===== config.mk =====
export PLATFORM = sky130hd
export DESIGN_NAME = sensor_hub_report_parser
export DESIGN_NICKNAME = d
export VERILOG_FILES = /design/src/sv/shrp_pkg.sv /design/src/sv/sensor_hub_report_parser.sv /design/src/sv/shrp_front.sv /design/src/sv/shrp_queue.sv /design/src/sv/shrp_back.sv
export SDC_FILE = /design/constraint.sdc
export NUM_CORES = 1
export LEC_CHECK = 0
export BUFFER_PORTS_ARGS = -buffer_cell sky130_fd_sc_hd__buf_2
export CAP_MARGIN = 20
export CORE_UTILIZATION = 60
export DETAILED_ROUTE_END_ITERATION = 12
export PLACE_DENSITY = 0.84
export SLEW_MARGIN = 20
export SYNTH_ARGS = -nofsm -noshare
export SYNTH_HDL_FRONTEND = slang
export SYNTH_HIERARCHICAL = 1
export SYNTH_SLANG_ARGS = --single-unit

===== constraint.sdc =====
create_clock -name clk -period 19.5 [get_ports clk]
set_input_delay 1.95 -clock clk [delete_from_list [all_inputs] [get_ports clk]]
set_output_delay 1.95 -clock clk [all_outputs]
set_load 0.05 [all_outputs]

===== src/sv/shrp_pkg.sv =====
// shared types and constants for the sensor hub report parser
// no dependencies; imported by every module of the block
package shrp_pkg;

  localparam int LEN_W       = 15;
  localparam int QUEUE_DEPTH = 2;

  // packet end events passed from front to back
  localparam logic [1:0] EV_END   = 2'd0;
  localparam logic [1:0] EV_EMPTY = 2'd1;
  localparam logic [1:0] EV_ERR   = 2'd2;

  // result status codes
  localparam logic [1:0] ST_DECODED = 2'd0;
  localparam logic [1:0] ST_IGNORED = 2'd1;
  localparam logic [1:0] ST_LEN_ERR = 2'd2;

  // report kinds
  localparam logic [2:0] KIND_NONE     = 3'd0;
  localparam logic [2:0] KIND_ROTATION = 3'd1;
  localparam logic [2:0] KIND_LIN_ACC  = 3'd2;
  localparam logic [2:0] KIND_GYRO     = 3'd3;
  localparam logic [2:0] KIND_GRAVITY  = 3'd4;
  localparam logic [2:0] KIND_MAGNETIC = 3'd5;

  // report ids
  localparam logic [7:0] RID_GYRO     = 8'h02;
  localparam logic [7:0] RID_MAGNETIC = 8'h03;
  localparam logic [7:0] RID_LIN_ACC  = 8'h04;
  localparam logic [7:0] RID_ROT      = 8'h05;
  localparam logic [7:0] RID_GRAVITY  = 8'h06;
  localparam logic [7:0] RID_GAME_ROT = 8'h08;

  // channels that carry sensor reports
  localparam logic [7:0] CH_REPORT   = 8'd3;
  localparam logic [7:0] CH_WAKE     = 8'd4;

  localparam logic [LEN_W-1:0] HDR_LEN   = LEN_W'(4);
  localparam logic [LEN_W-1:0] NEED_ROT  = LEN_W'(14);
  localparam logic [LEN_W-1:0] NEED_AXIS = LEN_W'(10);

  typedef struct packed {
    logic [1:0]       ev;
    logic [7:0]       channel;
    logic [7:0]       rpt_id;
    logic [LEN_W-1:0] length;
    logic [3:0][15:0] vals;
  } desc_t;

endpackage


===== src/sv/sensor_hub_report_parser.sv =====
// sensor hub report parser: one byte per cycle while in_stall is low, at most one result per packet
// a result passes from the last packet byte through the queue, then the output register, to out_valid
// throughput: one byte every cycle; in_stall rises only while the 2-entry queue is full
// reset: synchronous active-low rst_n drops any packet and waits for a start byte
// depends on shrp_pkg, shrp_front, shrp_queue and shrp_back
module sensor_hub_report_parser import shrp_pkg::*; #(
  parameter int MAX_PACKET = 128
) (
  input  logic               clk,
  input  logic               rst_n,
  input  logic               in_valid,
  output logic               in_stall,
  input  logic [7:0]         in_data_byte,
  input  logic               in_start_req,
  output logic               out_valid,
  input  logic               out_stall,
  output logic [1:0]         out_status,
  output logic [2:0]         out_report_kind,
  output logic [7:0]         out_packet_channel,
  output logic signed [15:0] out_value_x,
  output logic signed [15:0] out_value_y,
  output logic signed [15:0] out_value_z,
  output logic signed [15:0] out_value_w,
  output logic [6:0]         out_payload_length
);

  logic  q_full, q_push, q_pop, q_empty;
  desc_t q_wdata, q_rdata;

  shrp_front #(.MAX_PACKET(MAX_PACKET)) u_front (
    .clk          (clk),
    .rst_n        (rst_n),
    .in_valid     (in_valid),
    .in_stall     (in_stall),
    .in_data_byte (in_data_byte),
    .in_start_req (in_start_req),
    .q_full       (q_full),
    .q_push       (q_push),
    .q_desc       (q_wdata)
  );

  shrp_queue u_queue (
    .clk   (clk),
    .rst_n (rst_n),
    .push  (q_push),
    .wdata (q_wdata),
    .full  (q_full),
    .pop   (q_pop),
    .rdata (q_rdata),
    .empty (q_empty)
  );

  shrp_back u_back (
    .clk                (clk),
    .rst_n              (rst_n),
    .q_head             (q_rdata),
    .q_empty            (q_empty),
    .q_pop              (q_pop),
    .out_valid          (out_valid),
    .out_stall          (out_stall),
    .out_status         (out_status),
    .out_report_kind    (out_report_kind),
    .out_packet_channel (out_packet_channel),
    .out_value_x        (out_value_x),
    .out_value_y        (out_value_y),
    .out_value_z        (out_value_z),
    .out_value_w        (out_value_w),
    .out_payload_length (out_payload_length)
  );

endmodule


===== src/sv/shrp_front.sv =====
// byte-level packet framing: header capture, length check, payload capture
// depends on shrp_pkg; pushes one descriptor per finished packet
module shrp_front import shrp_pkg::*; #(
  parameter int MAX_PACKET = 128
) (
  input  logic       clk,
  input  logic       rst_n,
  input  logic       in_valid,
  output logic       in_stall,
  input  logic [7:0] in_data_byte,
  input  logic       in_start_req,
  input  logic       q_full,
  output logic       q_push,
  output desc_t      q_desc
);

  localparam int POS_W = $clog2(MAX_PACKET);
  localparam logic [LEN_W-1:0] MAX_LEN = LEN_W'(MAX_PACKET);

  logic [POS_W-1:0] pos_r, pos_nxt;
  logic             disc_r, disc_nxt;
  logic [LEN_W-1:0] len_r, len_nxt;
  logic [7:0]       chan_r, chan_nxt;
  logic [7:0]       rid_r, rid_nxt;
  logic [3:0][15:0] vals_r, vals_nxt;

  logic             active;
  logic [POS_W-1:0] eff_pos;
  logic [LEN_W:0]   pos_inc;

  assign in_stall = q_full;

  always_comb begin
    active   = in_valid && !q_full && (in_start_req || !disc_r);
    eff_pos  = in_start_req ? '0 : pos_r;
    pos_inc  = (LEN_W+1)'(eff_pos) + (LEN_W+1)'(1);
    pos_nxt  = pos_r;
    disc_nxt = disc_r;
    len_nxt  = len_r;
    chan_nxt = chan_r;
    rid_nxt  = rid_r;
    vals_nxt = vals_r;
    q_push   = 1'b0;
    q_desc.ev = EV_END;
    if (active) begin
      disc_nxt = 1'b0;
      pos_nxt  = eff_pos + POS_W'(1);
      if (eff_pos == POS_W'(0)) begin
        len_nxt = LEN_W'(in_data_byte);
      end else if (eff_pos == POS_W'(1)) begin
        len_nxt = {in_data_byte[6:0], len_r[7:0]};
      end else if (eff_pos == POS_W'(2)) begin
        chan_nxt = in_data_byte;
      end else if (eff_pos == POS_W'(3)) begin
        if (len_r < HDR_LEN || len_r > MAX_LEN) begin
          q_push    = 1'b1;
          q_desc.ev = EV_ERR;
          disc_nxt  = 1'b1;
        end else if (len_r == HDR_LEN) begin
          q_push    = 1'b1;
          q_desc.ev = EV_EMPTY;
          disc_nxt  = 1'b1;
        end
      end else begin
        if (eff_pos == POS_W'(4)) begin
          rid_nxt = in_data_byte;
        end
        // payload bytes 4..11 land in the four value words
        if (eff_pos[POS_W-1:3] == (POS_W-3)'(1)) begin
          if (eff_pos[0]) begin
            vals_nxt[eff_pos[2:1]][15:8] = in_data_byte;
          end else begin
            vals_nxt[eff_pos[2:1]][7:0] = in_data_byte;
          end
        end
        if (pos_inc >= {1'b0, len_r}) begin
          q_push    = 1'b1;
          q_desc.ev = EV_END;
          disc_nxt  = 1'b1;
        end
      end
    end
    q_desc.channel = chan_nxt;
    q_desc.rpt_id  = rid_nxt;
    q_desc.length  = len_nxt;
    q_desc.vals    = vals_nxt;
  end

  always_ff @(posedge clk) begin
    if (!rst_n) begin
      pos_r  <= '0;
      disc_r <= 1'b1;
    end else begin
      pos_r  <= pos_nxt;
      disc_r <= disc_nxt;
    end
  end

  always_ff @(posedge clk) begin
    len_r  <= len_nxt;
    chan_r <= chan_nxt;
    rid_r  <= rid_nxt;
    vals_r <= vals_nxt;
  end

endmodule


===== src/sv/shrp_queue.sv =====
// short descriptor queue between framing and decode
// depends on shrp_pkg for desc_t and the queue depth
module shrp_queue import shrp_pkg::*; (
  input  logic  clk,
  input  logic  rst_n,
  input  logic  push,
  input  desc_t wdata,
  output logic  full,
  input  logic  pop,
  output desc_t rdata,
  output logic  empty
);

  localparam int PTR_W = $clog2(QUEUE_DEPTH);

  desc_t            mem_r [QUEUE_DEPTH];
  logic [PTR_W-1:0] wr_ptr_r, wr_ptr_nxt;
  logic [PTR_W-1:0] rd_ptr_r, rd_ptr_nxt;
  logic [PTR_W:0]   count_r, count_nxt;

  assign full  = (count_r == (PTR_W+1)'(QUEUE_DEPTH));
  assign empty = (count_r == '0);
  assign rdata = mem_r[rd_ptr_r];

  always_comb begin
    wr_ptr_nxt = wr_ptr_r;
    rd_ptr_nxt = rd_ptr_r;
    count_nxt  = count_r;
    if (push) begin
      wr_ptr_nxt = (wr_ptr_r == PTR_W'(QUEUE_DEPTH - 1)) ? '0 : wr_ptr_r + PTR_W'(1);
    end
    if (pop) begin
      rd_ptr_nxt = (rd_ptr_r == PTR_W'(QUEUE_DEPTH - 1)) ? '0 : rd_ptr_r + PTR_W'(1);
    end
    if (push && !pop) begin
      count_nxt = count_r + (PTR_W+1)'(1);
    end else if (pop && !push) begin
      count_nxt = count_r - (PTR_W+1)'(1);
    end
  end

  always_ff @(posedge clk) begin
    if (!rst_n) begin
      wr_ptr_r <= '0;
      rd_ptr_r <= '0;
      count_r  <= '0;
    end else begin
      wr_ptr_r <= wr_ptr_nxt;
      rd_ptr_r <= rd_ptr_nxt;
      count_r  <= count_nxt;
    end
  end

  always_ff @(posedge clk) begin
    if (push) begin
      mem_r[wr_ptr_r] <= wdata;
    end
  end

  a_no_overflow: assert property (@(posedge clk) disable iff (!rst_n)
    !(push && full)) else $error("queue push while full");
  a_no_underflow: assert property (@(posedge clk) disable iff (!rst_n)
    !(pop && empty)) else $error("queue pop while empty");
  a_count_range: assert property (@(posedge clk) disable iff (!rst_n)
    count_r <= (PTR_W+1)'(QUEUE_DEPTH)) else $error("queue count out of range");

endmodule


===== src/sv/shrp_back.sv =====
// report decode and output register
// depends on shrp_pkg; pops descriptors from shrp_queue
module shrp_back import shrp_pkg::*; (
  input  logic               clk,
  input  logic               rst_n,
  input  desc_t              q_head,
  input  logic               q_empty,
  output logic               q_pop,
  output logic               out_valid,
  input  logic               out_stall,
  output logic [1:0]         out_status,
  output logic [2:0]         out_report_kind,
  output logic [7:0]         out_packet_channel,
  output logic signed [15:0] out_value_x,
  output logic signed [15:0] out_value_y,
  output logic signed [15:0] out_value_z,
  output logic signed [15:0] out_value_w,
  output logic [6:0]         out_payload_length
);

  logic        valid_r, valid_nxt;
  logic [1:0]  status_r, status_nxt;
  logic [2:0]  kind_r, kind_nxt;
  logic [7:0]  chan_r;
  logic [15:0] x_r, y_r, z_r, w_r;
  logic [15:0] x_nxt, y_nxt, z_nxt, w_nxt;
  logic [6:0]  plen_r, plen_nxt;

  logic [2:0]       kind_dec;
  logic [LEN_W-1:0] plen_full;
  logic [LEN_W-1:0] need;

  assign q_pop     = !q_empty && (!valid_r || !out_stall);
  assign plen_full = q_head.length - HDR_LEN;

  always_comb begin
    kind_dec = KIND_NONE;
    if (q_head.channel == CH_REPORT || q_head.channel == CH_WAKE) begin
      unique case (q_head.rpt_id)
        RID_ROT, RID_GAME_ROT: kind_dec = KIND_ROTATION;
        RID_LIN_ACC:           kind_dec = KIND_LIN_ACC;
        RID_GYRO:              kind_dec = KIND_GYRO;
        RID_GRAVITY:           kind_dec = KIND_GRAVITY;
        RID_MAGNETIC:          kind_dec = KIND_MAGNETIC;
        default:               kind_dec = KIND_NONE;
      endcase
    end
    need = (kind_dec == KIND_ROTATION) ? NEED_ROT : NEED_AXIS;

    status_nxt = ST_IGNORED;
    kind_nxt   = KIND_NONE;
    x_nxt      = '0;
    y_nxt      = '0;
    z_nxt      = '0;
    w_nxt      = '0;
    plen_nxt   = '0;
    unique case (q_head.ev)
      EV_ERR: begin
        status_nxt = ST_LEN_ERR;
      end
      EV_EMPTY: begin
        status_nxt = ST_IGNORED;
      end
      EV_END: begin
        plen_nxt = plen_full[6:0];
        if (kind_dec != KIND_NONE && plen_full >= need) begin
          status_nxt = ST_DECODED;
          kind_nxt   = kind_dec;
          x_nxt      = q_head.vals[0];
          y_nxt      = q_head.vals[1];
          z_nxt      = q_head.vals[2];
          if (kind_dec == KIND_ROTATION) begin
            w_nxt = q_head.vals[3];
          end
        end
      end
      default: begin
        status_nxt = ST_IGNORED;
      end
    endcase

    if (q_pop) begin
      valid_nxt = 1'b1;
    end else if (!out_stall) begin
      valid_nxt = 1'b0;
    end else begin
      valid_nxt = valid_r;
    end
  end

  always_ff @(posedge clk) begin
    if (!rst_n) begin
      valid_r <= 1'b0;
    end else begin
      valid_r <= valid_nxt;
    end
  end

  always_ff @(posedge clk) begin
    if (q_pop) begin
      status_r <= status_nxt;
      kind_r   <= kind_nxt;
      chan_r   <= q_head.channel;
      x_r      <= x_nxt;
      y_r      <= y_nxt;
      z_r      <= z_nxt;
      w_r      <= w_nxt;
      plen_r   <= plen_nxt;
    end
  end

  assign out_valid          = valid_r;
  assign out_status         = status_r;
  assign out_report_kind    = kind_r;
  assign out_packet_channel = chan_r;
  assign out_value_x        = x_r;
  assign out_value_y        = y_r;
  assign out_value_z        = z_r;
  assign out_value_w        = w_r;
  assign out_payload_length = plen_r;

  a_err_clean: assert property (@(posedge clk) disable iff (!rst_n)
    (valid_r && status_r == ST_LEN_ERR) |->
      (kind_r == KIND_NONE && plen_r == '0 && x_r == '0 && w_r == '0))
    else $error("length error result carries data");
  a_decoded_kind: assert property (@(posedge clk) disable iff (!rst_n)
    (valid_r && status_r == ST_DECODED) |-> (kind_r != KIND_NONE))
    else $error("decoded result without kind");
  a_w_rotation: assert property (@(posedge clk) disable iff (!rst_n)
    (valid_r && w_r != '0) |-> (kind_r == KIND_ROTATION))
    else $error("w component on non-rotation report");

endmodule

==> impl_metrics.yaml <==
grt:
  use_met2: 0.357
  use_met3: 0.0380
  grt_pass1_wl_um: 40100
  met1_usage: 0.268
  grt_pass1_vias: 7378
  top_usage_layer: "met2"
  grt_use_total: 0.208
  grt_max_degree: 65
  antenna_found_initial: 0
  grt_overflow: 0
setup_path:
  cp_num_buf_inv: 2
  cp_cell_sequence: "buf_2, nand4b_1, nor3_1, nand2_1, xnor2_1, ha_1, nand4_1, o221ai_1, o2bb2ai_1, nor2b_4, buf_4"
  crit_path_start_kind: "primary input"
  cpMaxStageDelayCell: "nor2b_4"
  slowest_delay_ns: 0.93
  crit_family: "simple AND/OR/NAND/NOR gates"
  path_max_fanout: 64
  ff2ff_path_depth: 12
  critPathRequiredTime_ns: 19.64
  r2r_end: "u_back/out_value_y[8]"
  r2r_slack_ns: 14.71
  critPathKind: "primary input to flop"
  cp.arrival_ns: 5.88
  endpoint_kind: "flop"
yosys:
  synth_nets: 915
  synth_cells: 892
  ys_warn_count: 6
  synth.distinct_cells: 65
  synth_edf_count: 278
  syn-cell-area_um2: 14800
  synth_area_per_cell_um2: 16.6
  async_flop_share: 0
  seq_area_frac_synth: 0.712
  ys_seq_elements: 387
  synthFlopType: "edfxtp_1"
power:
  peakVddDrop_uv: 170
  power_per_cell_area_nw_per_um2: 128
  power_leakage_nw: 5.75
detailed_routing:
  dr.pass1.iters: 5
  drc_errors: 0
  vias_per_cell: 5.53
  vias: 7449
  antenna_left: 0
  drt_iter0_markers: 568
  finalWirelength_um: 25800
  wire_per_inst_um: 19.1
clock_network:
  ctsHoldBuffers: 0
  clk_path_buf_depth: 3
  cts_inserted_buffers: 37
  clock_sinks: 387
  post_cts_buffers: 0
  clk_pin_slew_ns: 0.06
  cts.htree.levels: 2
  cts-root-buf: "clkbuf_16"
  cts_tree: "yes"
  clock_latency_ns: 0.53
  postCtsResizedCells: 0
sta:
  tightest_slew_ns: 1.04
  fmaxAchievable_mhz: 174
  min_period_ns: 5.74
  drv_slew: 0
  skew_ns: 0.0213
  fin_setup_tns_ns: 0
  rsz0062_at_grt: "false"
  hold_viol: 0
  setup_violations: 0
  fin_crit_sh: 0.294
  max-slew-margin-rel: 0.306
final_layout:
  fin_area_um2: 16700
  layout_common_cells: "278 x edfxtp_1, 138 x mux2_2, 108 x dfxtp_1"
  drive_gt1_frac: 0.357
  area_growth_pct: 13.2
  layout_commonest_cell: "edfxtp_1"
  final_nets: 1019
  n_antenna_cell: 0
hold_path:
  hp-class: "flop to flop"
  hold_depth: 1
  hp-start: "u_front/disc_r"
  hold_end: "u_front/disc_r"
placed_design:
  hpwlAfterDp_um: 15300
  gp_congestion: 0.860
  port_buffers: 98
  place_area_um2: 15500
die:
  core_um2: 24200
  placementRows: 57
  boundaryPins: 99
  die_x_um: 159
  die_y_um: 159
  initial_core_util: 0.610
  die-area_um2: 25300
run_status:
  status: "finished clean"
job:
  cap_viol_max_count: 0
==> per-layer routing <==
metal / up-vias / wire length, um
met5: - / 0
met2: 226 / 12900
met3: 59 / 1360
met1: 3651 / 10900
met4: 0 / 670
li1: 3513 / -
==> per-stage QoR <==
stage / total power (W) / std cells / util / hold slack (ns) / setup WS, ns
floorplan: 0.00139 / 892 / - / 0.427 / 10.93
global placement: 0.00146 / 1281 / 0.640 / 0.447 / 13.33
detailed placement: 0.00146 / 1281 / 0.640 / 0.451 / 13.25
CTS: 0.00216 / 1348 / 0.690 / 0.475 / 13.75
global route: 0.00222 / 1348 / 0.690 / 0.493 / 13.45
finish: 0.00214 / 1348 / 0.690 / 0.468 / 13.76
==> cells by family after synthesis <==
logic type,count (synthesis),synth area share
buffers and inverters,54,0.0185
AOI/OAI and AO/OA,55,0.0275
muxes,177,0.142
xor gates and xnor gates,13,0.00770
adders and majority gates,10,0.00846
and+or+nand+nor,196,0.0835
DFF,387,0.712
==> how the worst max path moves through the flow <==
stage                 startpoint                   end  cells past startpoint
detailed placement  in_start_req  u_queue/mem_r[0][32]                     11
finish              in_start_req  u_queue/mem_r[0][35]                     11
global route        in_start_req  u_queue/mem_r[0][35]                     11
global placement    in_start_req  u_queue/mem_r[0][50]                     11
CTS                 in_start_req  u_queue/mem_r[0][35]                     11
floorplan           in_start_req   u_queue/mem_r[0][0]                     10
==> synth_stat cells (4+ instances only) <==
| master | number | share of area |
|---|---|---|
| edfxtp_1 | 278 | 0.56 |
| mux2_2 | 138 | 0.11 |
| dfxtp_1 | 109 | 0.15 |
| and2_1 | 55 | 0.023 |
| nor2_1 | 33 | 0.0084 |
| mux2_4 | 30 | 0.030 |
| nand2_1 | 24 | 0.0061 |
| clkbuf_1 | 17 | 0.0043 |
| and2_2 | 15 | 0.0076 |
| inv_1 | 15 | 0.0038 |
| a21oi_1 | 12 | 0.0041 |
| o21ai_0 | 12 | 0.0041 |
| ha_1 | 10 | 0.0085 |
| a22o_1 | 8 | 0.0047 |
| buf_2 | 7 | 0.0024 |
| mux2i_1 | 7 | 0.0047 |
| nor2b_1 | 7 | 0.0030 |
| nor3_1 | 7 | 0.0024 |
| xor2_1 | 7 | 0.0041 |
| buf_6 | 6 | 0.0046 |
| or3_1 | 6 | 0.0025 |
| xnor2_1 | 6 | 0.0036 |
| clkbuf_2 | 5 | 0.0017 |
| nand2b_1 | 5 | 0.0021 |
| nor4_1 | 5 | 0.0021 |
| a211oi_1 | 4 | 0.0020 |
| nand3b_1 | 4 | 0.0020 |
==> power by group <==
| group | total (W) | switching [W] | internal (W) |
|---|---|---|---|
| clock | 0.000694 | 0.000293 | 0.000401 |
| sequential | 0.00101 | 0.0000404 | 0.000974 |
| combinational | 0.000432 | 0.000321 | 0.000111 |
==> worst reg2reg max path, cell delays in order, from the launching register on <==
cell,delay (ns)
dfxtp_4,0.83
buf_4,0.76
mux2_2,0.52
or3b_2,0.45
a21oi_1,0.20
nand2_1,0.15
ha_1,0.23
inv_1,0.05
o2111ai_1,0.18
nor4_4,0.47
a211oi_4,0.11
buf_4,0.29
and2_2,0.30
==> registers in the layout (all words and copies together), names as in the netlist, named ones only <==
register	count
u_back/out_report_kind	3
u_front/disc_r	1
u_front/pos_r	7
u_back/out_value_x	16
u_back/out_value_z	16
u_queue/mem_r	194
u_queue/count_r	2
u_front/vals_r	64
u_back/out_payload_length	7
u_front/chan_r	8
u_back/out_status	2
u_front/rid_r	8
u_front/len_r	15
u_back/out_value_y	16
u_back/out_packet_channel	8
u_queue/rd_ptr_r	1
u_queue/wr_ptr_r	1
u_back/out_valid	1
u_back/out_value_w	16
==> area by class of cell <==
class	instances	area [um^2]
Sequential cell	387	10500
Clock buffer	50	1030
Tap cell	324	405
Clock inverter	17	175
Inverter	15	56.3
Timing Repair Buffer	104	536
Fill cell	1557	7520
Multi-Input combinational cell	451	4000
No activity file was read; power rests on OpenSTA's default activity.
